==> config.mk <==
export PLATFORM = sky130hd
export DESIGN_NAME = tbp_ram
export DESIGN_NICKNAME = d
export VERILOG_FILES = /design/src/tbp_ram.sv
export SDC_FILE = /design/constraint.sdc
export NUM_CORES = 1
export LEC_CHECK = 0
export BUFFER_PORTS_ARGS = -buffer_cell sky130_fd_sc_hd__buf_2
export CAP_MARGIN = 30
export CORE_MARGIN = 3
export CORE_UTILIZATION = 29
export CTS_BUF_LIST = sky130_fd_sc_hd__clkbuf_8
export CTS_CLUSTER_SIZE = 24
export DETAILED_ROUTE_END_ITERATION = 16
export HOLD_SLACK_MARGIN = 0.08
export PLACE_DENSITY_LB_ADDON = 0.12
export SETUP_SLACK_MARGIN = 0.05
export SLEW_MARGIN = 40
export SYNTH_ARGS = -nofsm -noshare
export SYNTH_HDL_FRONTEND = slang
export SYNTH_SLANG_ARGS = --single-unit
==> constraint.sdc <==
create_clock -name clk_i -period 7.55 [get_ports clk_i]
set_input_delay 0.3775 -clock clk_i [delete_from_list [all_inputs] [get_ports clk_i]]
set_output_delay 0.3775 -clock clk_i [all_outputs]
set_load 0.01 [all_outputs]
==> src/tbp_ram.sv <==
// Generic single-write, single-read synchronous RAM with registered read data.
// No dependencies.
`default_nettype none

module tbp_ram #(
  parameter int WIDTH = 2,
  parameter int DEPTH = 512
) (
  input  wire logic                     clk_i,
  input  wire logic                     we_i,
  input  wire logic [$clog2(DEPTH)-1:0] waddr_i,
  input  wire logic [WIDTH-1:0]         wdata_i,
  input  wire logic                     re_i,
  input  wire logic [$clog2(DEPTH)-1:0] raddr_i,
  output logic      [WIDTH-1:0]         rdata_o
);

  logic [WIDTH-1:0] mem_q [DEPTH];

  always_ff @(posedge clk_i) begin
    if (we_i) begin
      mem_q[waddr_i] <= wdata_i;
    end
    if (re_i) begin
      rdata_o <= mem_q[raddr_i];
    end
  end

endmodule

`default_nettype wire

* Word level (Yosys, flattened, before mapping) *
Memory sizes are Yosys's and may differ from the RTL's. A register that Yosys moved wholly into a read port is not among the register bits.
Index checks and enable logic that the tools add are counted.

operators by class
  muxes and demuxes = 2

operators with widths
  kind               count
  1-bit two-way mux  2

storage, ports and cells
  input port bits = 23
  memory bits (writable) = 1,024
  memories = 1
  logic and storage cells = 3
  register bits after elaboration = 0

memories
  name   words  width  read ports  clocked after memory_dff  write ports  RTL line  source
  mem_q  512    2      1           1                         1            18        logic [WIDTH-1:0] mem_q [DEPTH];

* Longest topological paths before layout *
  depth after elaboration = 2
  gate-level depth with buffers = 12

* Worst setup path before layout *
Ideal clock, no wire load.

  kind = input-to-reg
  start point = input port raddr_i[1]
  end point = register rdata_o[1], read port of mem_q, data pin
  data arrival time = 2.597 ns
  setup time = 0.272 ns
  setup slack = 4.681 ns
  buffers on the path = 4
  stages = 10
  required time = 7.278 ns
  cell sequence = buf_2 -> buf_2 -> clkbuf_1 -> buf_1 -> mux4_2 -> o22ai_1 -> nor3_1 -> nor3_1 -> o22ai_1 -> or4_1

RTL lines
  element          RTL line  source
  start, declared  14        input wire logic [$clog2(DEPTH)-1:0] raddr_i,
  end, declared    15        output logic [WIDTH-1:0] rdata_o

==> results_tabular.tex <==
\begin{tabular}{lr}
\hline
Metric & Value \\
\hline
\multicolumn{2}{l}{\textbf{Drt}} \\
First DRT Iteration DRCs & 2224 \\
Post-detailed-route count of antenna-violating nets & 0 \\
DR DRC count & 0 \\
Number of detailed-route iterations in the first pass & 5 \\
Detailed-route wire length per cell & 26.76 microns \\
Vias & 23955 \\
Routed WL & 125800 microns \\
Via density & 5.098 \\
\multicolumn{2}{l}{\textbf{Synthesis}} \\
Xor-xnor portion of the synthesized cell area & 0\% \\
Part of the Yosys area used for sequential elements & 72.78\% \\
Mux cell area share after synthesis & 12.87\% \\
Top post-synthesis cells by count & sky130\_fd\_sc\_hd\_\_edfxtp\_1, sky130\_fd\_sc\_hd\_\_nor2\_1, sky130\_fd\_sc\_hd\_\_mux2i\_1 \\
Fraction of post-synthesis cell area in the top cell type by area & 72.78\% \\
Simple-gate area share of the yosys netlist & 7.002\% \\
Avg Inst Size Synth & about 16 sq um \\
Top post-synthesis cells by area & sky130\_fd\_sc\_hd\_\_edfxtp\_1, sky130\_fd\_sc\_hd\_\_mux4\_2, sky130\_fd\_sc\_hd\_\_mux2i\_1, sky130\_fd\_sc\_hd\_\_nor2\_1, sky130\_fd\_sc\_hd\_\_o221ai\_1 \\
Number of distinct standard cells referenced by the synthesized netlist & 57 \\
Synthesized instance count & between 2000 and 3000 \\
Arithmetic-cell share of the synthesized area counting full adders, half adders and majority gates & 0\% \\
Most common cell in the netlist & sky130\_fd\_sc\_hd\_\_edfxtp\_1 \\
Most used flip-flop cell after synthesis & sky130\_fd\_sc\_hd\_\_edfxtp\_1 \\
Ys async rst share & 0\% \\
Yosys Warn Count & 0 \\
Total of flip-flops plus latches after synthesis & 1026 \\
Biggest area consumer among synthesized cells & sky130\_fd\_sc\_hd\_\_edfxtp\_1 \\
Post-synth EDFFs & 1026 \\
Main combinational cell family by area after synthesis & multiplexers \\
Nets in the synthesized netlist & roughly 2600 \\
Netlist area before placement & 42330 sq um \\
Share of the synthesized area in compound gates (AO/OA/AOI/OAI) & 4.682\% \\
\multicolumn{2}{l}{\textbf{Critical path}} \\
Terminus of the critical flop-to-flop path & rdata\_o[1] \\
Reg2reg setup slack & 4.67 ns \\
Number of cells traversed by the worst register-to-register path & 8 \\
Data arrival time at the worst-slack endpoint & 4.42 ns \\
Type of the worst setup path & in -> reg \\
Critical Path Slowest Stage Cell & sky130\_fd\_sc\_hd\_\_nand2\_4 \\
FF-to-FF Start & mem\_q[462][1] \\
Cell-by-cell trace of the critical path & buf\_6 > nand2\_4 > buf\_4 > o221ai\_1 > a21oi\_1 > or3\_1 > nor4\_1 > nand3\_1 > o22ai\_1 > or4\_1 \\
Kind of start point of the critical path & input port \\
Slowest cell delay on critical path & 0.56 ns \\
Worst Path Max Fanout & 49 \\
Sort of element at the end of the critical path & flop \\
WP data required & slightly above 8 ns \\
\multicolumn{2}{l}{\textbf{Finish}} \\
Area growth from synthesis to layout & 12.55\% \\
Share of post-route cells with drive strength above 1 & between 10\% and 20\% \\
Fill cells & 14059 \\
Multi-input combinational cell area & $\sim$11000 sq um \\
FF/Latch Area & 30810 sq um \\
Total Nets Final & 2680 \\
\multicolumn{2}{l}{\textbf{Die}} \\
Starting density of the core & 29.33\% \\
Placeable core area & 144400 sq um \\
Horizontal die dimension & 388.1 microns \\
Die Footprint & 150600 sq um \\
Vertical extent of the die & 388.1 microns \\
Core Rows & 139 \\
Number of I/O pins & 25 \\
\multicolumn{2}{l}{\textbf{STA}} \\
Final Setup Violations & 0 \\
Setup repair after global routing missed its margin & false \\
Sum Neg Setup Slack & 0 ns \\
Crit path time final & 3.702 ns \\
Clock skew & approximately 0.040 ns \\
Worst Tran Pin Value & 0.9013 ns \\
Worst max-slew margin expressed relative to the limit & 39.65\% \\
Final hold vios & 0 \\
Crit share post-route & approximately half \\
Final max-slew violation count & 0 \\
FMAX & 270.1 MHz \\
Final-layout worst hold slack & 0.4327 ns \\
\multicolumn{2}{l}{\textbf{Clock network}} \\
Clock tree root buffer cell & sky130\_fd\_sc\_hd\_\_clkbuf\_8 \\
Clock sink total & 1026 \\
Clock transition at the registers of the reported paths & 0.07 ns \\
Latest clock arrival within the worst-skew pair & 0.89 ns \\
TritonCTS clock tree & built \\
Buffers from clock root to sink, at most & 3 \\
Htree depth & 4 \\
Number of buffers created by CTS & 175 \\
\multicolumn{2}{l}{\textbf{Global route}} \\
Global-route met3 utilization & about 3.2\% \\
Busiest layer in global routing & met2 \\
Antenna violations before repair & 9 \\
Met1 track utilization from global routing & between 20 and 25\% \\
Global routing met2 resource utilization & between 20\% and 30\% \\
Global-route total usage across every layer & 16.62\% \\
First-pass GRT wire length & 180900 microns \\
Vias in the first global route & approximately 25000 \\
Maximum number of pins on one net before global-route repair & around 150 \\
Global route total overflow & 0 \\
\multicolumn{2}{l}{\textbf{Run status}} \\
Run status & complete, no violations \\
\multicolumn{2}{l}{\textbf{Min path}} \\
Worst hold path stage count & 4 \\
Hold path startpoint & waddr\_i[3] \\
Type of the tightest min-delay check & in -> reg \\
Min-Delay Endpoint & mem\_q[340][0] \\
\multicolumn{2}{l}{\textbf{Place}} \\
IO Port Bufs & 24 \\
HPWL after DPL & 72520 microns \\
Global placement routability congestion & 0.7527 \\
\multicolumn{2}{l}{\textbf{Power and ir drop}} \\
Max rail drop VDD & 0.1316 mV \\
Power density over cell area & 241.4 nW/um\^{}2 \\
Leakage power & 14.79 nW \\
\multicolumn{2}{l}{\textbf{Job}} \\
Number of maximum-capacitance violations & 0 \\
\hline
\end{tabular}
## cell type report
type                    count  share of cell area, %
well taps                1903                  4.997
clock buffers             176                  5.084
repair buffers             68                  1.410
diodes                      3                0.01576
flip-flops and latches   1026                  64.66
multi-input cells        1382                  22.29
clock inverters           137                  1.510
inverters                   4                0.03151
## cell usage in the layout, fill, tap and decap left out, types with 7 or more instances in the layout
master,synthesis,final
sky130_fd_sc_hd__mux2i_1,252,252
sky130_fd_sc_hd__o22ai_1,43,43
sky130_fd_sc_hd__mux4_2,128,128
sky130_fd_sc_hd__buf_4,18,27
sky130_fd_sc_hd__nor4_1,10,10
sky130_fd_sc_hd__nor3_1,42,41
sky130_fd_sc_hd__nand3_1,16,11
sky130_fd_sc_hd__a21oi_1,41,41
sky130_fd_sc_hd__a221oi_1,7,7
sky130_fd_sc_hd__o221ai_1,110,110
sky130_fd_sc_hd__buf_12,3,8
sky130_fd_sc_hd__inv_1,2,57
sky130_fd_sc_hd__nand2_4,0,8
sky130_fd_sc_hd__nand4_1,7,7
sky130_fd_sc_hd__nor2_1,546,542
sky130_fd_sc_hd__clkinv_2,0,22
sky130_fd_sc_hd__clkbuf_8,0,176
sky130_fd_sc_hd__nand2_1,63,51
sky130_fd_sc_hd__buf_2,32,19
sky130_fd_sc_hd__o21ai_0,34,34
sky130_fd_sc_hd__a211oi_1,11,11
sky130_fd_sc_hd__clkinv_1,2,43
sky130_fd_sc_hd__edfxtp_1,1026,1026
## worst max-delay path by stage
stage | startpoint | endpoint | slack, ns | cells past startpoint
finish | raddr_i[1] | rdata_o[1] | 3.85 | 10
global route | raddr_i[1] | rdata_o[1] | 3.79 | 10
CTS | raddr_i[1] | rdata_o[1] | 3.91 | 10
detailed placement | raddr_i[1] | rdata_o[1] | 2.96 | 10
global placement | raddr_i[1] | rdata_o[1] | 3.02 | 10
floorplan | raddr_i[1] | rdata_o[1] | 4.68 | 10
## stage by stage
stage	power (mW)	std cells	cell area [sq um]	setup slack [ns]	utilization (%)
global route	11.99	4697	47640	3.791	33.00
detailed placement	7.048	4379	44430	2.956	30.78
finish	11.50	4699	47650	3.848	33.01
floorplan	6.742	2608	42330	4.681	-
CTS	11.69	4695	47600	3.911	32.98
global placement	7.034	4375	44240	3.016	30.65
## timing repair
action,4_1_cts,5_1_grt
hold buffers,3,0
hold endpoints to repair,176,0
setup buffers,0,0
resized for setup,0,0
## registers in the layout (all words and copies together), names as in the netlist
signal,flops
mem_q,1024
rdata_o,2
## critical path: cells and delay by family
kind	cells	cell delay, ns
compound gates	3	1.11
buf+inv	2	0.97
simple gates	5	1.84
## per-layer routing
layer	vias to the layer above	share of wire [%]	wire [microns]
met5	-	0.045	57
met4	8	2.8	3499
met3	208	5.3	6680
met2	706	48	60790
met1	12650	44	54740
li1	10383	-	-
## power by group
part	total [mW]	internal, mW	switching [mW]
Combinational	0.638	0.185	0.452
Sequential	6.28	6.28	0.00484
Clock	4.58	2.29	2.30
Total	11.5	8.75	2.75
## kinds of logic (layout without fill, tap and decap cells)
| group | after synthesis | in the layout |
|---|---|---|
| multiplexers | 384 | 384 |
| buffers and inverters | 200 | 385 |
| flip-flops | 1026 | 1026 |
| other | 0 | 3 |
| AND/OR/NAND/NOR | 725 | 725 |
| AO/OA/AOI/OAI | 273 | 273 |
Note: power is estimated with default switching activity, not from simulation.
