==> src/tbp_pkg.sv <==
// Shared sizes, codes, types and helpers of the tournament branch predictor.
// No dependencies; the core and tbp_update refer to it by scoped names.
`default_nettype none

package tbp_pkg;

  // Table geometry
  localparam int PC_INDEX_BITS    = 15;
  localparam int LOCAL_HIST_BITS  = 9;
  localparam int GLOBAL_HIST_BITS = 16;
  localparam int CHOOSER_BITS     = 15;

  // Chooser index bits that come from the global history; any above are zero
  localparam int CH_COPY_BITS = (CHOOSER_BITS < GLOBAL_HIST_BITS) ? CHOOSER_BITS
                                                                  : GLOBAL_HIST_BITS;

  // Clear sweep covers the deepest table
  localparam int CLR_W_A = (PC_INDEX_BITS > LOCAL_HIST_BITS) ? PC_INDEX_BITS
                                                             : LOCAL_HIST_BITS;
  localparam int CLR_W_B = (GLOBAL_HIST_BITS > CHOOSER_BITS) ? GLOBAL_HIST_BITS
                                                             : CHOOSER_BITS;
  localparam int CLR_W   = (CLR_W_A > CLR_W_B) ? CLR_W_A : CLR_W_B;

  // Stream widths
  localparam int PC_W        = 32;
  localparam int IN_TDATA_W  = 40;
  localparam int OUT_TDATA_W = 8;

  // Two-bit saturating counters
  localparam int         CTR_W         = 2;
  localparam logic [1:0] CTR_MIN       = 2'd0;
  localparam logic [1:0] CTR_INIT      = 2'd1;
  localparam logic [1:0] CTR_TAKEN_MIN = 2'd2;
  localparam logic [1:0] CTR_MAX       = 2'd3;

  // Request kinds carried on tuser
  localparam logic ACT_PREDICT = 1'b0;
  localparam logic ACT_TRAIN   = 1'b1;

  // Result of one lookup and the write-back values for a train request
  typedef struct packed {
    logic                        pred;
    logic [CTR_W-1:0]            lctr_nxt;
    logic [CTR_W-1:0]            gctr_nxt;
    logic [CTR_W-1:0]            cctr_nxt;
    logic                        ch_we;
    logic [LOCAL_HIST_BITS-1:0]  lhist_nxt;
    logic [GLOBAL_HIST_BITS-1:0] ghist_nxt;
  } tbp_upd_t;

  function automatic logic [CTR_W-1:0] sat_move(input logic [CTR_W-1:0] c,
                                                input logic taken);
    logic [CTR_W-1:0] r;
    r = c;
    if (taken) begin
      if (c != CTR_MAX) r = c + 2'd1;
    end else begin
      if (c != CTR_MIN) r = c - 2'd1;
    end
    return r;
  endfunction

endpackage

`default_nettype wire

==> src/tbp_update.sv <==
// Prediction select and train write-back values for one lookup.
// Depends on tbp_pkg for sizes, counter constants and the tbp_upd_t bundle.
`default_nettype none

module tbp_update (
  input  wire logic [tbp_pkg::CTR_W-1:0]            lctr_i,
  input  wire logic [tbp_pkg::CTR_W-1:0]            gctr_i,
  input  wire logic [tbp_pkg::CTR_W-1:0]            cctr_i,
  input  wire logic                                 taken_i,
  input  wire logic [tbp_pkg::LOCAL_HIST_BITS-1:0]  lc_idx_i,
  input  wire logic [tbp_pkg::GLOBAL_HIST_BITS-1:0] ghist_i,
  output tbp_pkg::tbp_upd_t                         upd_o
);

  logic lpred;
  logic gpred;

  assign lpred = (lctr_i >= tbp_pkg::CTR_TAKEN_MIN);
  assign gpred = (gctr_i >= tbp_pkg::CTR_TAKEN_MIN);

  always_comb begin
    upd_o           = '0;
    upd_o.pred      = (cctr_i <= tbp_pkg::CTR_INIT) ? lpred : gpred;
    upd_o.lctr_nxt  = tbp_pkg::sat_move(lctr_i, taken_i);
    upd_o.gctr_nxt  = tbp_pkg::sat_move(gctr_i, taken_i);
    upd_o.cctr_nxt  = cctr_i;
    upd_o.ch_we     = 1'b0;
    // move the chooser toward the side that was right, only on disagreement
    if (lpred != gpred) begin
      if (lpred == taken_i && cctr_i != tbp_pkg::CTR_MIN) begin
        upd_o.cctr_nxt = cctr_i - 2'd1;
        upd_o.ch_we    = 1'b1;
      end else if (gpred == taken_i && cctr_i != tbp_pkg::CTR_MAX) begin
        upd_o.cctr_nxt = cctr_i + 2'd1;
        upd_o.ch_we    = 1'b1;
      end
    end
    upd_o.lhist_nxt = {lc_idx_i[tbp_pkg::LOCAL_HIST_BITS-2:0], taken_i};
    upd_o.ghist_nxt = {ghist_i[tbp_pkg::GLOBAL_HIST_BITS-2:0], taken_i};
  end

endmodule

`default_nettype wire

==> config.mk <==
export PLATFORM = sky130hd
export DESIGN_NAME = tbp_update
export DESIGN_NICKNAME = d
export VERILOG_FILES = /design/src/tbp_pkg.sv /design/src/tbp_update.sv
export SDC_FILE = /design/constraint.sdc
export NUM_CORES = 1
export LEC_CHECK = 0
export ABC_CLOCK_PERIOD_IN_PS = 1700
export BUFFER_PORTS_ARGS = -buffer_cell sky130_fd_sc_hd__buf_4
export CAP_MARGIN = 20
export CORE_UTILIZATION = 30
export DETAILED_ROUTE_END_ITERATION = 6
export GPL_TIMING_DRIVEN = 0
export PLACE_DENSITY = 0.86
export RECOVER_POWER = 50
export SYNTH_ARGS = -nofsm -noshare
export SYNTH_HDL_FRONTEND = slang
export SYNTH_SLANG_ARGS = --single-unit
==> constraint.sdc <==
create_clock -name vclk -period 1.7
set_input_delay 0.17 -clock vclk [all_inputs]
set_output_delay 0.17 -clock vclk [all_outputs]
set_load 0.05 [all_outputs]
* Word-level counts from Yosys, hierarchy flattened
Cells that the tools add are included.
Storage, ports and cells: register bits 0, latch bits 0, RAM bits 0, bits in read-only memories 0, input port bits 32, output and inout bits 33, logic and storage cells 30, memories kept 0
Cells by class: add/subtract/negate cells 6, $mul 0, divide/modulo/power cells 0, $lt $le $gt $ge 3, equal/unequal tests 6, shifts and indexed selects 0, multiplexer cells 10, bitwise logic cells 0, reductions and logical operators 5
Operators by type and width (count):
- $mux 2 | 6
- $mux 3 | 3
- $add 2x1->2 const B | 3
- $ne 2x2->1 const B | 3
- $reduce_bool 2->1 | 3
- $sub 2x1->2 const B | 3
- $ge 2x2->1 const B | 2
- $eq 1x1->1 | 2
- $le 2x1->1 const B | 1
- $logic_and 1x1->1 | 2
- $mux 1 | 1
- $ne 1x1->1 | 1

* Longest topological paths before layout
Gate-level depths: netlist of the first run.
word-level depth 6, depth in mapped cells 5, depth with buffers taken out 5

* Worst setup path after synthesis of the first run
No wires, ideal clock.
kind input port to output port, start in taken_i, end out upd_o[26] in the netlist's numbering, data arrival time 1.576 ns, data required time 1.530 ns, setup slack -0.046 ns, cell stages on the path 5, buffers on the path 1, cells stage by stage buf_6 xor2_1 o22a_2 nor2_4 xnor2_1
RTL lines:
- start: declaration | line tbp_update.sv:9 | input wire logic taken_i,
- end: declaration | line tbp_update.sv:12 | output tbp_pkg::tbp_upd_t upd_o

==> results of run 1 <==
cells in the mapped netlist:
| cell | n |
|---|---|
| o22a_1 | 1 |
| nor2_1 | 1 |
| nand2_1 | 1 |
| mux2i_1 | 1 |
| buf_6 | 1 |
| xnor2_1 | 2 |
| nor2_4 | 1 |
| xor2_1 | 2 |
| buf_4 | 25 |
| ha_1 | 3 |
| nand3b_1 | 1 |
| maj3_1 | 4 |
| o22a_2 | 1 |
| nor3_1 | 1 |
| inv_1 | 4 |
| o21ai_0 | 1 |
power by group through the flow:
stage               sequential [W]  combinational [W]  clock [W]
floorplan                        0           0.000288          0
global placement                 0           0.000382          0
detailed placement               0           0.000388          0
CTS                              0           0.000388          0
global route                     0           0.000383          0
finish                           0           0.000367          0
stage by stage:
stage                     area (um2)  util [%]  setup WS, ns  hold slack [ns]  total power (W)
after floorplan                  399         -        0.0228            0.507         0.000288
after global placement           709      61.4         0.258            0.594         0.000382
after detailed placement         709      61.4         0.221            0.595         0.000388
after CTS                        709      61.4         0.216            0.595         0.000388
after global routing             649      56.2         0.155            0.603         0.000383
final                            649      56.2         0.225            0.595         0.000367
routing by layer:
metal / vias up / wire (um) / global-route usage, %
met3: 0 / 99 / 0
met1: 190 / 286 / 10.8
met4: 0 / 0 / 0
li1: 212 / - / -
met5: - / 0 / 0
met2: 27 / 585 / 25.4
path summary, 6_finish.rpt:
| kind | start | endpoint | slack, ns | depth (start not counted) |
|---|---|---|---|---|
| worst max-delay path | cctr_i[0] | upd_o[27] | 0.22 | 7 |
| worst min-delay path | ghist_i[5] | upd_o[6] | 0.59 | 2 |
area by class of cell:
| class | count | area, um2 |
|---|---|---|
| plain buffers | 26 | 199 |
| inverters | 4 | 15.0 |
| multi-input cells | 20 | 185 |
| fillers | 125 | 507 |
| repair buffers | 39 | 233 |
| well taps | 14 | 17.5 |
cells in the final DEF (no fill, tap or decap), drive strengths merged:
master and count:
buf 49, clkbuf 16, ha 3, inv 4, maj3 4, mux2i 1, nand2 1, nand3b 1
nor2 2, nor3 1, o21ai 1, o22a 2, xnor2 2, xor2 2
worst max-delay path: cells and delay by family:
| family | cells | cell delay [ns] |
|---|---|---|
| adders and majority gates | 1 | 0.26 |
| and+or+nand+nor | 1 | 0.18 |
| AOI/OAI and AO/OA | 1 | 0.18 |
| buffers and inverters | 3 | 0.43 |
| muxes | 1 | 0.09 |
logic make-up after synthesis:
logic type                 Yosys count  share of synthesized area [%]
AOI/OAI and AO/OA                    3                           6.07
xor gates and xnor gates             4                           8.95
muxes                                1                           2.56
adders and majority gates            7                           19.8
buffers and inverters               30                           54.6
and+or+nand+nor                      5                           7.98
==> results.cfg, run 1 <==
[run_status]
status = completed

[sta]
rsz0062_at_grt = no
timing.final.crit_period_ns = 1.48
worst_slew_pin_slew_ns = 0.594
tns_ns = 0
fin_crit_sh_pct = 86.8
finalHoldViolCount = 0
fmax_ghz = 0.678
maxSlewViolCount = 0
max_slew_margin_pct = 60.6
setup_viol_count_final = 0

[run]
drv_cap = 0

[worst_setup_path]
cp_slowest_cell = ha_1
path_max_fanout = 3
critPathMaxStageDelay_ns = 0.26
cp.arrival_ns = 1.31
path_class = input pin to output port
worstSetupStartpointType = input pin
worstPathCellList = buf_4, inv_1, ha_1, nor3_1, mux2i_1, o22a_1, buf_4
end_kind = output port
crit_required_ns = 1.53
crit_top_cell = buf_4

[placed_design]
place_inst = 103
gp_congestion = 0.595
place_hpwl_um = 904
io_buffers = 39

[synth]
yosys_warnings = 0
post_synth.cell_area_avg_um2 = 7.83
synthCells = 50
ys_seq_area_share_pct = 0
synthTopCellsByArea = buf_4, maj3_1, ha_1
syn_nets = 85
yosysUniqueCellTypes = 16
netlist_area_um2 = 392
synth_top_area_share_pct = 47.9
synth_top_area_cell = buf_4

[pwr]
p_clk_share_pct = 0
p_comb_share_pct = 100.0
intPower_w = 0.000123
powerDensity_nw_per_um2 = 566
switching_power_w = 0.000245
peakVddDrop_mv = 0.217
p_leak_nw = 0.350
pwr-share-seq_pct = 0
switching_share_pct = 66.6

[cts]
post_cts_buffers = 0
ctsHoldBuffers = 0
cts_resized = 0

[global_route]
grt_overflow = 0
grt_max_degree = 7
grt_first_pass_wirelength_um = 1190
grt_pass1_vias = 331
grt_use_total_pct = 11.0
grt_antenna_before_repair = 0

[die]
design.die.area_um2 = 1450
start_util_pct = 33.9
core_um2 = 1160
fp.dieW_um = 38.1
fp.dieH_um = 38.1
io_pins = 65
core.rowCount = 12

[final_layout]
final_cells = 103
seq_cells = 0
ff_latch_area_um2 = 0
antenna_cells = 0
nNetsFinal = 126
area_growth_pct = 65.8
drive_above_1_share_pct = 58.4
nClkBuffers = 0

[drt]
route.detailed.drc = 0
wl_um = 971
ant_nets = 0
vias = 429
first_iter_violations = 0
wl_per_cell_um = 9.43
drt_first_pass_iters = 1
viasPerCell = 4.17

[min_path]
hp-class = input pin to output port
(Power assumes the default switching activity.)
==> inputs of run 2 (changes only) <==
--- a/config.mk
+++ b/config.mk
@@ -7,9 +7,9 @@
 export LEC_CHECK = 0
-export ABC_CLOCK_PERIOD_IN_PS = 1700
+export ABC_CLOCK_PERIOD_IN_PS = 1620
 export BUFFER_PORTS_ARGS = -buffer_cell sky130_fd_sc_hd__buf_4
 export CAP_MARGIN = 20
-export CORE_UTILIZATION = 30
+export CORE_UTILIZATION = 29
 export DETAILED_ROUTE_END_ITERATION = 6
 export GPL_TIMING_DRIVEN = 0
-export PLACE_DENSITY = 0.86
+export PLACE_DENSITY = 0.84
 export RECOVER_POWER = 50
==> constraint.sdc (replaced) <==
create_clock -name vclk -period 1.62
set_input_delay 0.324 -clock vclk [all_inputs]
set_output_delay 0.324 -clock vclk [all_outputs]
set_load 0.05 [all_outputs]
==> run 2 against run 1 <==
The run now ends with negative setup slack left. Flip-flop and latch count unchanged. Non-clock buffer count increased by 7. Global-route usage increased by 3.1 points. Critical path type unchanged.
==> results.cfg, run 2 (synthesis results as in run 1) <==
[drt]
ant_nets = 0
first_iter_violations = 4
wl_per_cell_um = 12.2
vias = 475
route.detailed.drc = 0
viasPerCell = 4.32
wl_um = 1340
drt_first_pass_iters = 2

[worst_setup_path]
path_depth = 6
cp_slowest_cell = xnor2_2
crit_required_ns = 1.30
cp.arrival_ns = 1.30
path_delay_family = buffers and inverters
path_class = input pin to output port
worstPathCellList = buf_12, buf_12, xnor2_2, nor2_4, o22a_4, buf_8
worstSetupStartpointType = input pin
crit_top_cell = buf_12
cp.buffers_inverters = 3
end_kind = output port
path_max_fanout = 3
critPathMaxStageDelay_ns = 0.27

[final_layout]
nClkBuffers = 0
nNetsFinal = 133
final_common_cell = buf_4
final_cells = 110
final_area_um2 = 861
ff_latch_area_um2 = 0
drive_above_1_share_pct = 71.9
most-common-layout-cells = buf_4, clkbuf_1, buf_8, maj3_1, buf_12
area_growth_pct = 120
final_util_pct = 72.6
seq_cells = 0
antenna_cells = 0
fill_cells = 101

[sta]
max_slew_margin_pct = 59.1
fmax_ghz = 0.615
worst_slew_pin_slew_ns = 0.617
maxSlewViolCount = 0
setup_viol_count_final = 2
fin_crit_sh_pct = 100
rsz0062_at_grt = yes
finalHoldViolCount = 0
timing.final.crit_period_ns = 1.63
setup_slack_ns = -0.00624

[pwr]
peakVddDrop_mv = 0.259
powerDensity_nw_per_um2 = 539
p_leak_nw = 0.423

[placed_design]
gp_congestion = 0.629
place_inst = 103
io_buffers = 39
dpl_cell_area_um2 = 721
place_hpwl_um = 859

[global_route]
grt_use_total_pct = 14.1
grt_pass1_vias = 392
grt_max_degree = 6
grt_first_pass_wirelength_um = 1520
grt_antenna_before_repair = 0
met3_usage_pct = 0.578
busiest_layer = met2
met1_usage_pct = 10.8
grt_overflow = 0
grtUsageMet2_pct = 35.8

[run_status]
status = complete, but fails checks
violations = negative setup slack

[die]
core.rowCount = 12
core_um2 = 1190
design.die.area_um2 = 1500
fp.dieW_um = 38.8
start_util_pct = 33.0
fp.dieH_um = 38.8
io_pins = 65

[min_path]
hp-class = input pin to output port
hold_depth = 2

[run]
drv_cap = 0
[run 2: cell count changes in the layout (fill, tap and decap cells not counted), sizes merged]
cell    delta
buf        +8
clkbuf     -1
[run 2: path summary, 6_finish.rpt]
kind	startpoint	end	slack (ns)
worst max-delay path	lctr_i[1]	upd_o[27]	-0.006
worst min-delay path	ghist_i[10]	upd_o[11]	0.90
[run 2: timing repair]
item                       in CTS  in global routing
pin swaps                       6                  6
setup buffers                   5                  2
resized for setup              17                 11
setup endpoints to repair       2                  2
hold buffers                    0                  0
[run 2: metrics by stage]
step	worst slack (ns)	TNS, ns	hold slack, ns	total power, W
6_report	-0.00624	-0.0117	0.901	0.000464
3_5_place_dp	-0.219	-0.318	0.902	0.000412
2_1_floorplan	-0.147	-0.274	0.815	0.000309
5_1_grt	-0.0564	-0.0811	0.912	0.000481
4_1_cts	-0.0133	-0.0139	0.902	0.000446
3_3_place_gp	-0.198	-0.282	0.902	0.000408
[run 2: layout make-up]
| cell class | count | area (um2) | share of cell area (%) |
|---|---|---|---|
| repair buffers | 46 | 353 | 41.0 |
| inverters | 4 | 22.5 | 2.62 |
| well taps | 14 | 17.5 | 2.03 |
| plain buffers | 26 | 203 | 23.5 |
| multi-input cells | 20 | 265 | 30.8 |
[run 2: power breakdown]
group	internal, W	switching [W]
Combinational	0.000181	0.000283
Sequential	0	0
Clock	0	0
Total	0.000181	0.000283
[run 2: layer usage]
metal	routed length, um	vias up
li1	-	228
met1	379	214
met2	860	33
met3	101	0
met4	0	0
met5	0	-
